`src/rtl/jrd_isqrt.sv`:
```
`timescale 1ns / 1ps
`default_nettype none
// ----------------------------------------------------------------------------
// jrd_isqrt
// Pipelined floor square root of a 32-bit value, one result bit per stage.
// ----------------------------------------------------------------------------
module jrd_isqrt #(
  parameter int TW = 1
) (
  input  wire logic          clk,
  input  wire logic          rst_n,
  input  wire logic          en,
  input  wire logic          in_vld,
  input  wire logic [31:0]   radicand,
  input  wire logic [TW-1:0] in_tag,
  output logic               out_vld,
  output logic [15:0]        root,
  output logic [TW-1:0]      out_tag
);

  logic          vld_w [0:16];
  logic [31:0]   rad_w [0:16];
  logic [18:0]   rem_w [0:16];
  logic [15:0]   root_w [0:16];
  logic [TW-1:0] tag_w [0:16];

  assign vld_w[0]  = in_vld;
  assign rad_w[0]  = radicand;
  assign rem_w[0]  = '0;
  assign root_w[0] = '0;
  assign tag_w[0]  = in_tag;

  for (genvar i = 0; i < 16; i++) begin : g_stage
    logic          vld_r;
    logic [31:0]   rad_r;
    logic [18:0]   rem_r;
    logic [15:0]   root_r;
    logic [TW-1:0] tag_r;
    logic [18:0]   r2;
    logic [18:0]   trial;
    logic          ge;

    assign r2    = {rem_w[i][16:0], rad_w[i][31:30]};
    assign trial = {1'b0, root_w[i], 2'b01};
    assign ge    = (r2 >= trial);

    always_ff @(posedge clk) begin
      if (!rst_n) begin
        vld_r <= 1'b0;
      end else if (en) begin
        vld_r <= vld_w[i];
      end
    end

    always_ff @(posedge clk) begin
      if (en) begin
        rad_r  <= {rad_w[i][29:0], 2'b00};
        rem_r  <= ge ? (r2 - trial) : r2;
        root_r <= {root_w[i][14:0], ge};
        tag_r  <= tag_w[i];
      end
    end

    assign vld_w[i+1]  = vld_r;
    assign rad_w[i+1]  = rad_r;
    assign rem_w[i+1]  = rem_r;
    assign root_w[i+1] = root_r;
    assign tag_w[i+1]  = tag_r;
  end

  assign out_vld = vld_w[16];
  assign root    = root_w[16];
  assign out_tag = tag_w[16];

endmodule
`default_nettype wire

```
`config.mk`:
```
export PLATFORM = sky130hd
export DESIGN_NAME = jrd_isqrt
export DESIGN_NICKNAME = d
export VERILOG_FILES = /design/src/rtl/jrd_isqrt.sv
export SDC_FILE = /design/constraint.sdc
export NUM_CORES = 1
export LEC_CHECK = 0
export BUFFER_PORTS_ARGS = -buffer_cell sky130_fd_sc_hd__buf_2
export CORE_ASPECT_RATIO = 1.5
export CORE_MARGIN = 8
export CORE_UTILIZATION = 35
export CTS_CLUSTER_SIZE = 30
export DETAILED_ROUTE_END_ITERATION = 8
export GPL_ROUTABILITY_DRIVEN = 0
export SYNTH_ARGS = -nofsm -noshare
export SYNTH_HDL_FRONTEND = slang
export SYNTH_SLANG_ARGS = --single-unit
```
`constraint.sdc`:
```
create_clock -name clk -period 3.63 [get_ports clk]
set_input_delay 0.363 -clock clk [delete_from_list [all_inputs] [get_ports clk]]
set_output_delay 0.363 -clock clk [all_outputs]
set_load 0.02 [all_outputs]
```
==> key figures <==
Run status
  • Status: complete, no violations

Logic synthesis
  • Synthesized area per cell: 13.3 µm²
  • Top FF cell, synth: edfxtp_1
  • Synth Cell Area: roughly 0.03 mm²
  • Ys Warns: 0
  • Post-synth EDFFs: between 600 and 700
  • Synthesized netlist cell count: between 2000 and 2500
  • Sequential fraction of the synthesis area: between 60% and 70%
  • Net count after synthesis: around 2400
  • Ys async rst share: 0%
  • #FFs+latches synth: 645
  • Unique masters post-synth: 81

Finish
  • Diodes inserted: 0
  • Commonest non-fill, non-tap cell in the layout: edfxtp_1
  • Area of the multi-input gates: ~0.0099 mm²
  • Layout cells sized above 1: 10.0%
  • Synth-to-layout area growth: 13.8%
  • Register area: around 0.019 mm²
  • Most frequent cells in the layout: edfxtp_1, inv_1, ha_1, nor2_1, a21oi_1
  • Nets: 2583
  • Fillers: around 8000

GRT
  • GR Layer Usage met3: ~2.1%
  • Gr busiest metal: met2
  • Global route total overflow: 0
  • Pin count of the biggest net entering global routing: roughly 100
  • Met2 Resource Use GR: between 20% and 30%
  • First-pass GRT wire length: 91100 µm
  • Routing usage on met1: about a tenth
  • All-Layer GR Usage: a little under an eighth
  • Initial antenna violation count: 0
  • Vias in the first global route: about 19000

STA
  • Slew headroom: 42.1%
  • Tmin final: around 3.3 ns
  • Fin crit share: between 90% and 100%
  • Max Slew Vio Count: 0
  • Setup-failing EPs final: 0
  • Worst slew pin tran: roughly 0.85 ns
  • Final Hold Fails: 0
  • Fin Clk Skew: 0.0142 ns
  • Peak Freq: 299 MHz
  • Final TNS setup: 0 ns
  • RSZ-0062 raised after global routing: false

Routing
  • Via Count: ~18000
  • Routed Antenna Nets: 0
  • Drt initial violations: 1201
  • Final WL: roughly 57000 µm
  • Pre-antenna DRT Iters: 7
  • DRC: 0
  • Avg WL per Cell: roughly 16 µm
  • Vias/cell: between 5 and 6

Worst hold path
  • Hold_sp: radicand[31]
  • Hold Crit Class: in -> reg
  • Hold Crit Depth: 2
  • Hold Path End: g_stage[0].root_r[0]$_DFFE_PP_

Clocking
  • CTS Buf Count: 67
  • Clock Tree Root: clkbuf_16
  • CTS Sinks: ~650
  • Post_cts resized: 0
  • Worst skew pair latency: around 0.6 ns
  • Hold_buf cts: 32
  • Bufs on Longest Clock Path: 3
  • H-tree levels: 3
  • # Post-CTS Setup Buffers: 0
  • Clock slew at reported path FFs: 0.05 ns
  • TritonCTS clock tree: built

Power and ir drop
  • Max IR drop VDD: slightly above 0.4 mV
  • Power Density: ~560 mW/mm²
  • Leak pwr: 12.8 nW
  • PnR Total Power: 19.1 mW

Floorplan
  • Die height: between 300 and 400 µm
  • # IOs: 55
  • Total core area: about 0.085 mm²
  • Num rows: roughly 130
  • Die area: between 0.09 and 0.1 mm²
  • Die width: 255 µm
  • Initial Utilization: 35.3%

Worst setup path
  • FF-to-FF Start: g_stage[10].rem_r[7]$_DFFE_PP_
  • Worst Path Max Fanout: 16
  • WP data arrival: about 3.7 ns
  • Setup CP Type: reg -> reg
  • Reg-to-Reg End: g_stage[11].rem_r[8]$_DFFE_PP_
  • Worst r2r path cells: 8
  • Register-to-register setup slack: roughly 0.29 ns
  • Crit start category: flop
  • Worst Path Required: 3.97 ns
  • Crit end category: flop

Placement
  • Post-DP HPWL: just over 40000 µm
  • Port Buffers: 54

Job
  • Max-Cap Viols: 0
## metal layers
layer  vias to the layer above  share of wire [%]
li1                       8733                  -
met1                      8571                 34
met2                       388                 57
met3                       182                3.8
met4                         0                5.2
met5                         -                  0
## logic make-up (layout without fill, tap and decap cells)
| kind of cell | count (synthesis) | count (layout) | share of synthesized area [%] |
|---|---|---|---|
| AO/OA/AOI/OAI | 411 | 411 | 8.85 |
| XOR/XNOR | 156 | 156 | 4.59 |
| adder cells (fa/ha/maj) | 152 | 152 | 6.35 |
| buffers and inverters | 225 | 412 | 2.93 |
| flip-flops | 645 | 645 | 64.2 |
| multiplexers | 76 | 76 | 2.75 |
| other | 1 | 1 | 0.0125 |
| AND/OR/NAND/NOR | 590 | 590 | 10.4 |
## state kept, by name (all words and copies together) (netlist names)
| signal | flops |
|---|---|
| g_stage.tag_r | 15 |
| g_stage.vld_r | 15 |
| out_vld | 1 |
| g_stage.root_r | 120 |
| g_stage.rem_r | 237 |
| out_tag | 1 |
| root | 16 |
| g_stage.rad_r | 240 |
## report_power, final
group / internal [mW] / leakage [nW] / switching [mW]
Combinational: 1.33 / 5.69 / 1.72
Sequential: 9.14 / 6.16 / 0.431
Clock: 3.69 / 1.00 / 2.75
## synth_stat cells (all sizes together) (48+ instances only)
library cell / n / share of area [%]
edfxtp: 629 / 63
inv: 184 / 2.3
ha: 152 / 6.4
nor2: 138 / 1.7
a21oi: 123 / 2.1
nand2: 99 / 1.2
xnor2: 86 / 2.5
o21ai: 85 / 1.4
xor2: 70 / 2.0
nor3: 56 / 0.94
nand3: 51 / 0.87
mux2: 48 / 1.8
## worst max-delay path, cell delays in order, from the launching register on
cell      delay [ns]
edfxtp_1        0.40
ha_1            0.42
nand3_1         0.23
or3_1           0.45
o31ai_1         0.64
nor3_1          0.16
a21oi_2         0.16
buf_4           0.25
mux2_2          0.37
## worst max-delay path by stage
| stage | from | end | slack, ns | cells after the start |
|---|---|---|---|---|
| global placement | g_stage[10].rem_r[7]$_DFFE_PP_ | g_stage[11].rem_r[10]$_DFFE_PP_ | 0.58 | 8 |
| CTS | g_stage[10].rem_r[7]$_DFFE_PP_ | g_stage[11].rem_r[8]$_DFFE_PP_ | 0.32 | 8 |
| floorplan | g_stage[10].rem_r[10]$_DFFE_PP_ | g_stage[11].rem_r[10]$_DFFE_PP_ | 0.63 | 9 |
| global route | g_stage[10].rem_r[7]$_DFFE_PP_ | g_stage[11].rem_r[10]$_DFFE_PP_ | 0.09 | 8 |
| finish | g_stage[10].rem_r[7]$_DFFE_PP_ | g_stage[11].rem_r[8]$_DFFE_PP_ | 0.29 | 8 |
| detailed placement | g_stage[10].rem_r[7]$_DFFE_PP_ | g_stage[11].rem_r[8]$_DFFE_PP_ | 0.33 | 8 |
## final cells by class
cell class              instances  area share [%]
flip-flops and latches        645            56.4
clock buffers                  87            5.33
multi-input cells            1386            28.9
repair buffers                108            2.50
inverters                     186            2.05
well taps                    1130            4.15
clock inverters                31           0.687
## metrics by stage
| step | cells | setup WS (ns) | util [%] | hold WS (ns) | instance area (µm²) |
|---|---|---|---|---|---|
| floorplan | 2256 | 0.631 | - | 0.400 | 29900 |
| global placement | 3423 | 0.583 | 37.3 | 0.400 | 31700 |
| detailed placement | 3423 | 0.328 | 37.3 | 0.405 | 31700 |
| CTS | 3573 | 0.323 | 40.1 | 0.0157 | 34100 |
| global route | 3573 | 0.0948 | 40.1 | 0.0328 | 34100 |
| finish | 3573 | 0.288 | 40.1 | 0.0628 | 34100 |
No activity file was read; power rests on OpenSTA's default activity.
