**config.mk**
```make
export PLATFORM = sky130hd
export DESIGN_NAME = jrd_div
export DESIGN_NICKNAME = d
export VERILOG_FILES = /design/src/rtl/jrd_div.sv
export SDC_FILE = /design/constraint.sdc
export NUM_CORES = 1
export LEC_CHECK = 0
export BUFFER_PORTS_ARGS = -buffer_cell sky130_fd_sc_hd__buf_4
export CAP_MARGIN = 20
export CELL_PAD_IN_SITES_DETAIL_PLACEMENT = 1
export CELL_PAD_IN_SITES_GLOBAL_PLACEMENT = 2
export CORE_MARGIN = 10
export CORE_UTILIZATION = 36
export DETAILED_ROUTE_END_ITERATION = 8
export GPL_TIMING_DRIVEN = 0
export PLACE_DENSITY = 0.73
export SLEW_MARGIN = 20
export SYNTH_ARGS = -nofsm -noshare
export SYNTH_HDL_FRONTEND = slang
export SYNTH_SLANG_ARGS = --single-unit
```
**constraint.sdc**
```tcl
create_clock -name clk -period 3.2 [get_ports clk]
set_input_delay 0.64 -clock clk [delete_from_list [all_inputs] [get_ports clk]]
set_output_delay 0.64 -clock clk [all_outputs]
set_load 0.005 [all_outputs]
```
**src/rtl/jrd_div.sv**
```systemverilog
`timescale 1ns / 1ps
`default_nettype none
// ----------------------------------------------------------------------------
// jrd_div
// Pipelined restoring divider, one quotient bit per stage. The dividend
// must be below divisor * 2**QW.
// ----------------------------------------------------------------------------
module jrd_div #(
  parameter int NW = 31,
  parameter int DW = 16,
  parameter int QW = 16,
  parameter int TW = 1
) (
  input  wire logic          clk,
  input  wire logic          rst_n,
  input  wire logic          en,
  input  wire logic          in_vld,
  input  wire logic [NW-1:0] dividend,
  input  wire logic [DW-1:0] divisor,
  input  wire logic [TW-1:0] in_tag,
  output logic               out_vld,
  output logic [QW-1:0]      quotient,
  output logic [TW-1:0]      out_tag
);

  localparam int WW = (NW > DW + QW) ? NW : DW + QW;

  logic          vld_w [0:QW];
  logic [WW-1:0] rem_w [0:QW];
  logic [DW-1:0] dvs_w [0:QW];
  logic [QW-1:0] q_w [0:QW];
  logic [TW-1:0] tag_w [0:QW];

  assign vld_w[0] = in_vld;
  assign rem_w[0] = WW'(dividend);
  assign dvs_w[0] = divisor;
  assign q_w[0]   = '0;
  assign tag_w[0] = in_tag;

  for (genvar i = 0; i < QW; i++) begin : g_stage
    logic          vld_r;
    logic [WW-1:0] rem_r;
    logic [DW-1:0] dvs_r;
    logic [QW-1:0] q_r;
    logic [TW-1:0] tag_r;
    logic [WW-1:0] trial;
    logic          ge;

    assign trial = WW'(dvs_w[i]) << (QW - 1 - i);
    assign ge    = (rem_w[i] >= trial);

    always_ff @(posedge clk) begin
      if (!rst_n) begin
        vld_r <= 1'b0;
      end else if (en) begin
        vld_r <= vld_w[i];
      end
    end

    always_ff @(posedge clk) begin
      if (en) begin
        rem_r <= ge ? (rem_w[i] - trial) : rem_w[i];
        dvs_r <= dvs_w[i];
        q_r   <= {q_w[i][QW-2:0], ge};
        tag_r <= tag_w[i];
      end
    end

    assign vld_w[i+1] = vld_r;
    assign rem_w[i+1] = rem_r;
    assign dvs_w[i+1] = dvs_r;
    assign q_w[i+1]   = q_r;
    assign tag_w[i+1] = tag_r;
  end

  assign out_vld  = vld_w[QW];
  assign quotient = q_w[QW];
  assign out_tag  = tag_w[QW];

endmodule
`default_nettype wire

```
==> qor.txt, run 1 <==
status = complete, but fails checks
violated checks = setup timing
synth warn = 0
Max-slew headroom = 49.6%
Fillers = 13000
Via Count = 28800
met1 GRT Util = 14.8%
CP Cell Sequence = inv_2 -> ha_4 -> inv_2 -> fa_2 -> a21o_1 -> a2111oi_4 -> o211ai_4 -> nand2b_4 -> a311oi_4 -> buf_6 -> mux2_4
worst setup margin = -47.0 ps
CP delay by family, top = compound AO/OA/AOI/OAI gates
Post-synth top flop = edfxtp_1
Area Growth Syn to Fin = 18.0%
nets@finish = 4246
CP bufs+invs = 3
Synth top area share = 58.4%
RSZ-0062 raised after global routing = true
clk_lat worst skew = 740 ps
area used by multi-input combinational logic = 18000 sq um
Seq/Total Area, Yosys = 59.1%
Yosys top cell by area = edfxtp_1
die width = 373 um
met3 GRT Util = 2.22%
Worst path slowest cell = a311oi_4
Reg area = 26500 sq um
CP startpoint kind = flop
clk root buf = clkbuf_16
number of max-cap violations = 0
Slew Viols, Final = 0
Setup crit end kind = flop
TritonCTS Sinks = 888
Inst Count DP = 5386
number of global-route vias before repair = 31100
WL final = 107 mm
Static Leak = 0.0200 uW
final non-filler cell total = 5645
Fmax = 308 MHz
height of the die = 373 um
Starting Density = 36.2%
Setup Viol. Count Final = 4
row cnt = 129
crit path DAT = 3710 ps
PnR Total Power = 44300 uW
Inserted Clock Buffers = 100
period utilisation layout = 101%
top cells by area, synth = edfxtp_1, ha_1, xnor2_1, a21oi_1, xor2_1
Buffers on Ports = 69
Routed Antenna Nets = 0
kind of critical path = reg -> reg
Largest stage delay, worst path = 450 ps
Seq cells post-synth = 888
first-pass GRT wire length = 169 mm
synthesized area = 44900 sq um
drt wl/cell = 18.9 um
final hold violation count = 0
Worst Path Required = 3660 ps
drt via density = 5.09
drt pass-1 iters = 4
Async SR Flop Fraction = 0%
Post-synth EDFFs = 872
full die area = 139000 sq um
worst min-delay path category = in -> reg
crit path max fanout = 5
gr busiest metal = met2
Most Frequent Cell on Critical Path = inv_2
pin count of the biggest net entering global routing = 149
clock-pin slew on the worst setup and hold paths = 70 ps
average cell area after synthesis = 12.2 sq um
DRT iter0 DRCs = 1226
initial antenna violation count = 1
Unique masters post-synth = 89
met2 usage = 30.4%
Tot GR Track Use = 15.0%
pwr dens = 836 nW/um^2
Cells after Synth = 3673
core region area = 124000 sq um
peak supply drop = 0.497 mV
dpl hpwl = 79.0 mm
hold_buf cts = 0
setup TNS = -103 ps
CTS tree = done
Mapped Nets = 3996
CTS max path bufs = 3
minimum clock period = 3250 ps
grt ovf = 0
io pins = 70
clock skew = 81.4 ps
Slew @ Worst Pin = 737 ps
H-Tree Level Count = 3
number of remaining DRC errors = 0
routability cong. = 0.827
share of cells above drive strength 1 = 15.5%
[repair_timing]
item / CTS / global route
setup buffers: 32 / 39
pin swaps: 37 / 69
setup endpoints to repair: 310 / 344
gates cloned: 3 / 2
resized for setup: 171 / 162
[cells in the final DEF (no fill, tap or decap), types with 15 or more instances in the layout]
master     synthesis  final
edfxtp_1         872    872
inv_1            311    305
nor2_1           257    253
a21oi_1          255    241
ha_1             256    239
nand2_1          224    219
xnor2_1          164    162
o21ai_0          180    155
xor2_1           139    139
buf_4              2    137
clkbuf_16          0    102
a21o_1            97     97
nand3_1           70     65
nor2b_1           65     62
mux2_2            64     60
nor3_1            63     56
nand4_1           39     39
clkbuf_1          38     38
nand2b_1          39     37
nor4_1            54     36
o21a_1            36     35
or3_1             25     24
and3_1            25     24
o211ai_1          20     20
mux2i_1           21     20
or2_2             19     19
a31oi_1           24     19
clkinv_2           0     19
and2_1            19     18
a211oi_1          30     17
dfxtp_1           16     16
o21ai_1            5     15
clkinv_1           1     15
[registers in the layout, summed over array words and instances (netlist names)]
| name | flops |
|---|---|
| g_stage.dvs_r | 240 |
| g_stage.q_r | 120 |
| g_stage.rem_r | 480 |
| g_stage.tag_r | 15 |
| g_stage.vld_r | 15 |
| out_tag | 1 |
| out_vld | 1 |
| quotient | 16 |
[through the flow]
stage	area [sq um]	hold slack (ps)	util, %	setup slack (ps)
floorplan	44900	400	-	90.3
global placement	47400	400	38.3	-6170
detailed placement	47600	405	38.5	-1110
CTS	52000	42.9	42.0	-115
global route	52900	64.2	42.8	-171
finish	52900	103	42.8	-47.0
[cell type report]
cell class / instances / area share, %
Antenna cell: 1 / 0.00473
Buffer: 60 / 0.855
Clock buffer: 123 / 4.89
Clock inverter: 63 / 1.52
Inverter: 314 / 2.26
Multi-Input combinational cell: 2410 / 34.1
Sequential cell: 888 / 50.1
Tap cell: 1637 / 3.87
Timing Repair Buffer: 149 / 2.46
[metal layers]
metal  part of all wire [%]  vias to the layer above
met2                     57                      313
met3                    2.6                      182
met1                     37                    14200
met4                    4.2                        0
li1                       -                    14100
met5                      0                        -
[report_power, final]
group	total [uW]	internal [uW]	switching, uW
registers	17500	16000	1510
logic	15000	6680	8340
clock network	11800	6870	4890
[kinds of logic after synthesis]
kind of cell,count (synthesis),share of synthesized area (%)
compound gates,775,10.9
buf+inv,376,3.25
flops,888,59.1
simple gates,975,10.9
xor+xnor,303,5.91
mux,85,2.07
fa+ha+maj,271,7.81
[worst paths after layout]
kind	startpoint	endpoint	slack, ps	depth (start not counted)
setup / recovery	g_stage[8].rem_r[6]	g_stage[9].rem_r[9]	-50	11
hold / removal	divisor[11]	g_stage[0].dvs_r[11]	100	1
setup reg to reg	g_stage[8].rem_r[6]	g_stage[9].rem_r[9]	-50	11
hold reg to reg	g_stage[8].q_r[1]	g_stage[9].q_r[2]	400	0
[cell usage after synthesis, types with 54 or more instances]
| cell | n |
|---|---|
| mux2_2 | 64 |
| nand3_1 | 70 |
| nand2_1 | 224 |
| a21oi_1 | 255 |
| o21ai_0 | 180 |
| nor4_1 | 54 |
| a21o_1 | 97 |
| nor3_1 | 63 |
| edfxtp_1 | 872 |
| xnor2_1 | 164 |
| nor2b_1 | 65 |
| ha_1 | 256 |
| xor2_1 | 139 |
| inv_1 | 311 |
| nor2_1 | 257 |
No activity file was read; power rests on OpenSTA's default activity.
==> run 2: changes to the inputs <==
--- a/config.mk
+++ b/config.mk
@@ -14,6 +14,8 @@
 export DETAILED_ROUTE_END_ITERATION = 8
 export GPL_TIMING_DRIVEN = 0
 export PLACE_DENSITY = 0.73
+export REMOVE_ABC_BUFFERS = 1
+export SETUP_SLACK_MARGIN = 0.2
 export SLEW_MARGIN = 20
 export SYNTH_ARGS = -nofsm -noshare
 export SYNTH_HDL_FRONTEND = slang
==> run 2 against run 1 <==
Against the previous run: the flow now finishes without violations; worst setup slack better by 110 ps; non-clock buffer count is 41 higher; worst hold slack got worse by 18 ps; combinational power increased by 8%; die area did not move; highest routed layer unchanged.
==> qor.txt, run 2 (synthesized netlist as in run 1, its figures left out) <==
Routed Antenna Nets = 0 (unchanged)
PnR Total Power = 45100 uW (+1.8%)
routed wl met2 = 58.3 mm (-3.6%)
reg2reg end = g_stage[9].rem_r[10]
RSZ-0062 raised after global routing = true
Crit Reg-Reg Startpoint = g_stage[8].rem_r[6]
Slew @ Worst Pin = 917 ps (+180 ps)
Max-slew headroom = 38.5% (-11 points)
Setup crit end kind = flop
height of the die = 373 um (unchanged)
Area Growth Syn to Fin = 21.8%
CTS tree = done
sw frac = 33.6% (+0.29 points)
clock skew = 71.9 ps (-9.45 ps)
full die area = 139000 sq um (unchanged)
minimum clock period = 3140 ps (-110 ps)
Fmax = 319 MHz (+3.5%)
Hold Slack = 85.0 ps (-17.9 ps)
grt ovf = 0 (unchanged)
period utilisation layout = 98.0% (-3.4 points)
crit path max fanout = 5 (unchanged)
status = finished, final reports clean
first-pass GRT wire length = 161 mm (-4.7%)
Placed Area = 47500 sq um (-0.19%)
drt pass-1 iters = 5 (+1)
CTS max path bufs = 3 (unchanged)
Gate power share = 36.0% (+2.1 points)
routability cong. = 0.836 (+1.1%)
Biggest register = g_stage.rem_r
number of remaining DRC errors = 0 (unchanged)
uppermost layer routed = met4
Seq pwr share = 38.7% (-0.8 points)
Starting Density = 36.2% (unchanged)
Hold Path Sink = g_stage[0].rem_r[7]
clock-pin slew on the worst setup and hold paths = 60 ps (about the same)
final hold violation count = 0 (unchanged)
WL met3 = 2.58 mm (-8.6%)
number of global-route vias before repair = 31400 (+0.89%)
number of max-cap violations = 0 (unchanged)
most common cell after layout, fill and taps aside = edfxtp_1
core region area = 124000 sq um (unchanged)
Static Leak = 0.0206 uW (+2.9%)
setup TNS = 0 ps (+103 ps)
Worst Path Required = 3670 ps (about the same)
initial antenna violation count = 0 (-1)
Via Count = 28800 (+0.24%)
Inserted Clock Buffers = 105 (+5.0%)
Fillers = 12800 (-1.4%)
peak supply drop = 0.533 mV (+7.1%)
kind of critical path = reg -> reg
n_diodes = 0 (-1)
switching pwr = 15100 uW (+2.7%)
pwr dens = 825 nW/um^2 (-1.3%)
Largest regs = g_stage.rem_r x480, g_stage.dvs_r x240, g_stage.q_r x120
DRT iter0 DRCs = 1032 (-16%)
Clk pwr share = 25.3% (-1.3 points)
H-Tree Level Count = 3 (unchanged)
die width = 373 um (unchanged)
hold path startpoint = dividend[7]
max FFs per register = 480 (unchanged)
fin area = 54600 sq um (+3.2%)
Slew Viols, Final = 0 (unchanged)
commonest non-fill, non-tap cells in the layout = edfxtp_1, inv_1, nor2_1
WHS Path Cells = 1 (unchanged)
Setup Viol. Count Final = 0 (-4)
dpl hpwl = 68.4 mm (-13%)
clk root buf = clkbuf_16
nets@finish = 4305 (+1.4%)
share of cells above drive strength 1 = 19.4% (+3.9 points)
hold_buf cts = 0 (unchanged)
clk_lat worst skew = 740 ps (about the same)
CP startpoint kind = flop
pre-CTS setup slack = -1380 ps (-273 ps)
pin count of the biggest net entering global routing = 117 (-21%)
Buffers on Ports = 69 (unchanged)
drt wl/cell = 17.7 um (-6.4%)
io pins = 70 (unchanged)
WL final = 101 mm (-5.4%)
worst setup margin = 63.2 ps (+110 ps)
P_int = 30000 uW (+1.4%)
worst min-delay path category = in -> reg
worst reg2reg path depth = 12 (+1)
crit path DAT = 3610 ps (-100 ps)
wire length on met1 = 34.9 mm (-11%)
row cnt = 129 (unchanged)
TritonCTS Sinks = 888 (unchanged)
drt via density = 5.05 (-0.81%)
Tot GR Track Use = 14.1% (-0.94 points)
R2R setup slack = 60 ps (+110 ps)
-- run 2: cell count changes in the layout (fill, tap and decap cells not counted), moves of 8 or more --
cell | previous run | this run
buf_4 | 137 | 213
ha_1 | 239 | 212
ha_4 | 6 | 32
clkbuf_1 | 38 | 20
buf_2 | 12 | 0
a21oi_1 | 241 | 231
bufinv_16 | 13 | 4
inv_1 | 305 | 297
-- run 2: how the worst max path moves through the flow --
| stage | from | to | slack [ps] | depth (start not counted) |
|---|---|---|---|---|
| detailed placement | en | g_stage[0].rem_r[30] | -1380 | 6 |
| finish | g_stage[8].rem_r[6] | g_stage[9].rem_r[10] | 60 | 12 |
| global placement | en | g_stage[4].vld_r | -6320 | 3 |
| global route | g_stage[8].rem_r[6] | g_stage[9].rem_r[10] | -70 | 12 |
| CTS | g_stage[8].rem_r[6] | g_stage[9].rem_r[10] | -20 | 12 |
| floorplan | g_stage[6].rem_r[24] | g_stage[7].rem_r[11] | -830 | 5 |
-- run 2: final cells by class --
class / instances / area [sq um] / share of cell area, %
sequential: 888 / 26500 / 48.5
multi-input combinational: 2421 / 19200 / 35.1
clock buffer: 128 / 2770 / 5.06
timing repair buffer: 250 / 2360 / 4.32
tap: 1637 / 2050 / 3.75
inverter: 314 / 1200 / 2.20
clock inverter: 65 / 584 / 1.07
timing repair inverter: 2 / 15.0 / 0.0275
-- run 2: stage by stage --
stage          utilization, %  std cells
6_report                 44.1       5705
5_1_grt                  44.1       5705
4_1_cts                  42.9       5631
3_5_place_dp             38.4       5331
3_3_place_gp             38.1       5317
2_1_floorplan               -       3611
-- run 2: timing repair --
action / 4_1_cts / 5_1_grt
pin swaps: 85 / 104
setup endpoints to repair: 611 / 363
cloned: 17 / 4
resized for setup: 251 / 188
setup buffers: 90 / 70
-- run 2: power groups by stage --
stage,clock network (uW),registers (uW),logic (uW)
6_report,11400,17500,16200
3_3_place_gp,0,17700,13200
3_5_place_dp,0,17600,13600
2_1_floorplan,0,17100,10300
5_1_grt,12300,17800,18000
4_1_cts,11800,17400,15100
-- run 2: worst max-delay path, stage by stage (launching register included) --
cell,delay [ps]
edfxtp_1,390
inv_2,90
ha_4,130
inv_2,40
fa_2,350
a21o_1,230
a2111oi_4,410
o211ai_4,150
nand2b_4,190
a311oi_4,310
buf_6,170
buf_12,120
mux2_4,290
-- run 2: routing by layer --
| metal | GRT usage, % | up-vias |
|---|---|---|
| met5 | 0 | - |
| met4 | 7.63 | 0 |
| met3 | 2.10 | 243 |
| met2 | 29.2 | 360 |
| met1 | 12.7 | 14000 |
| li1 | - | 14200 |
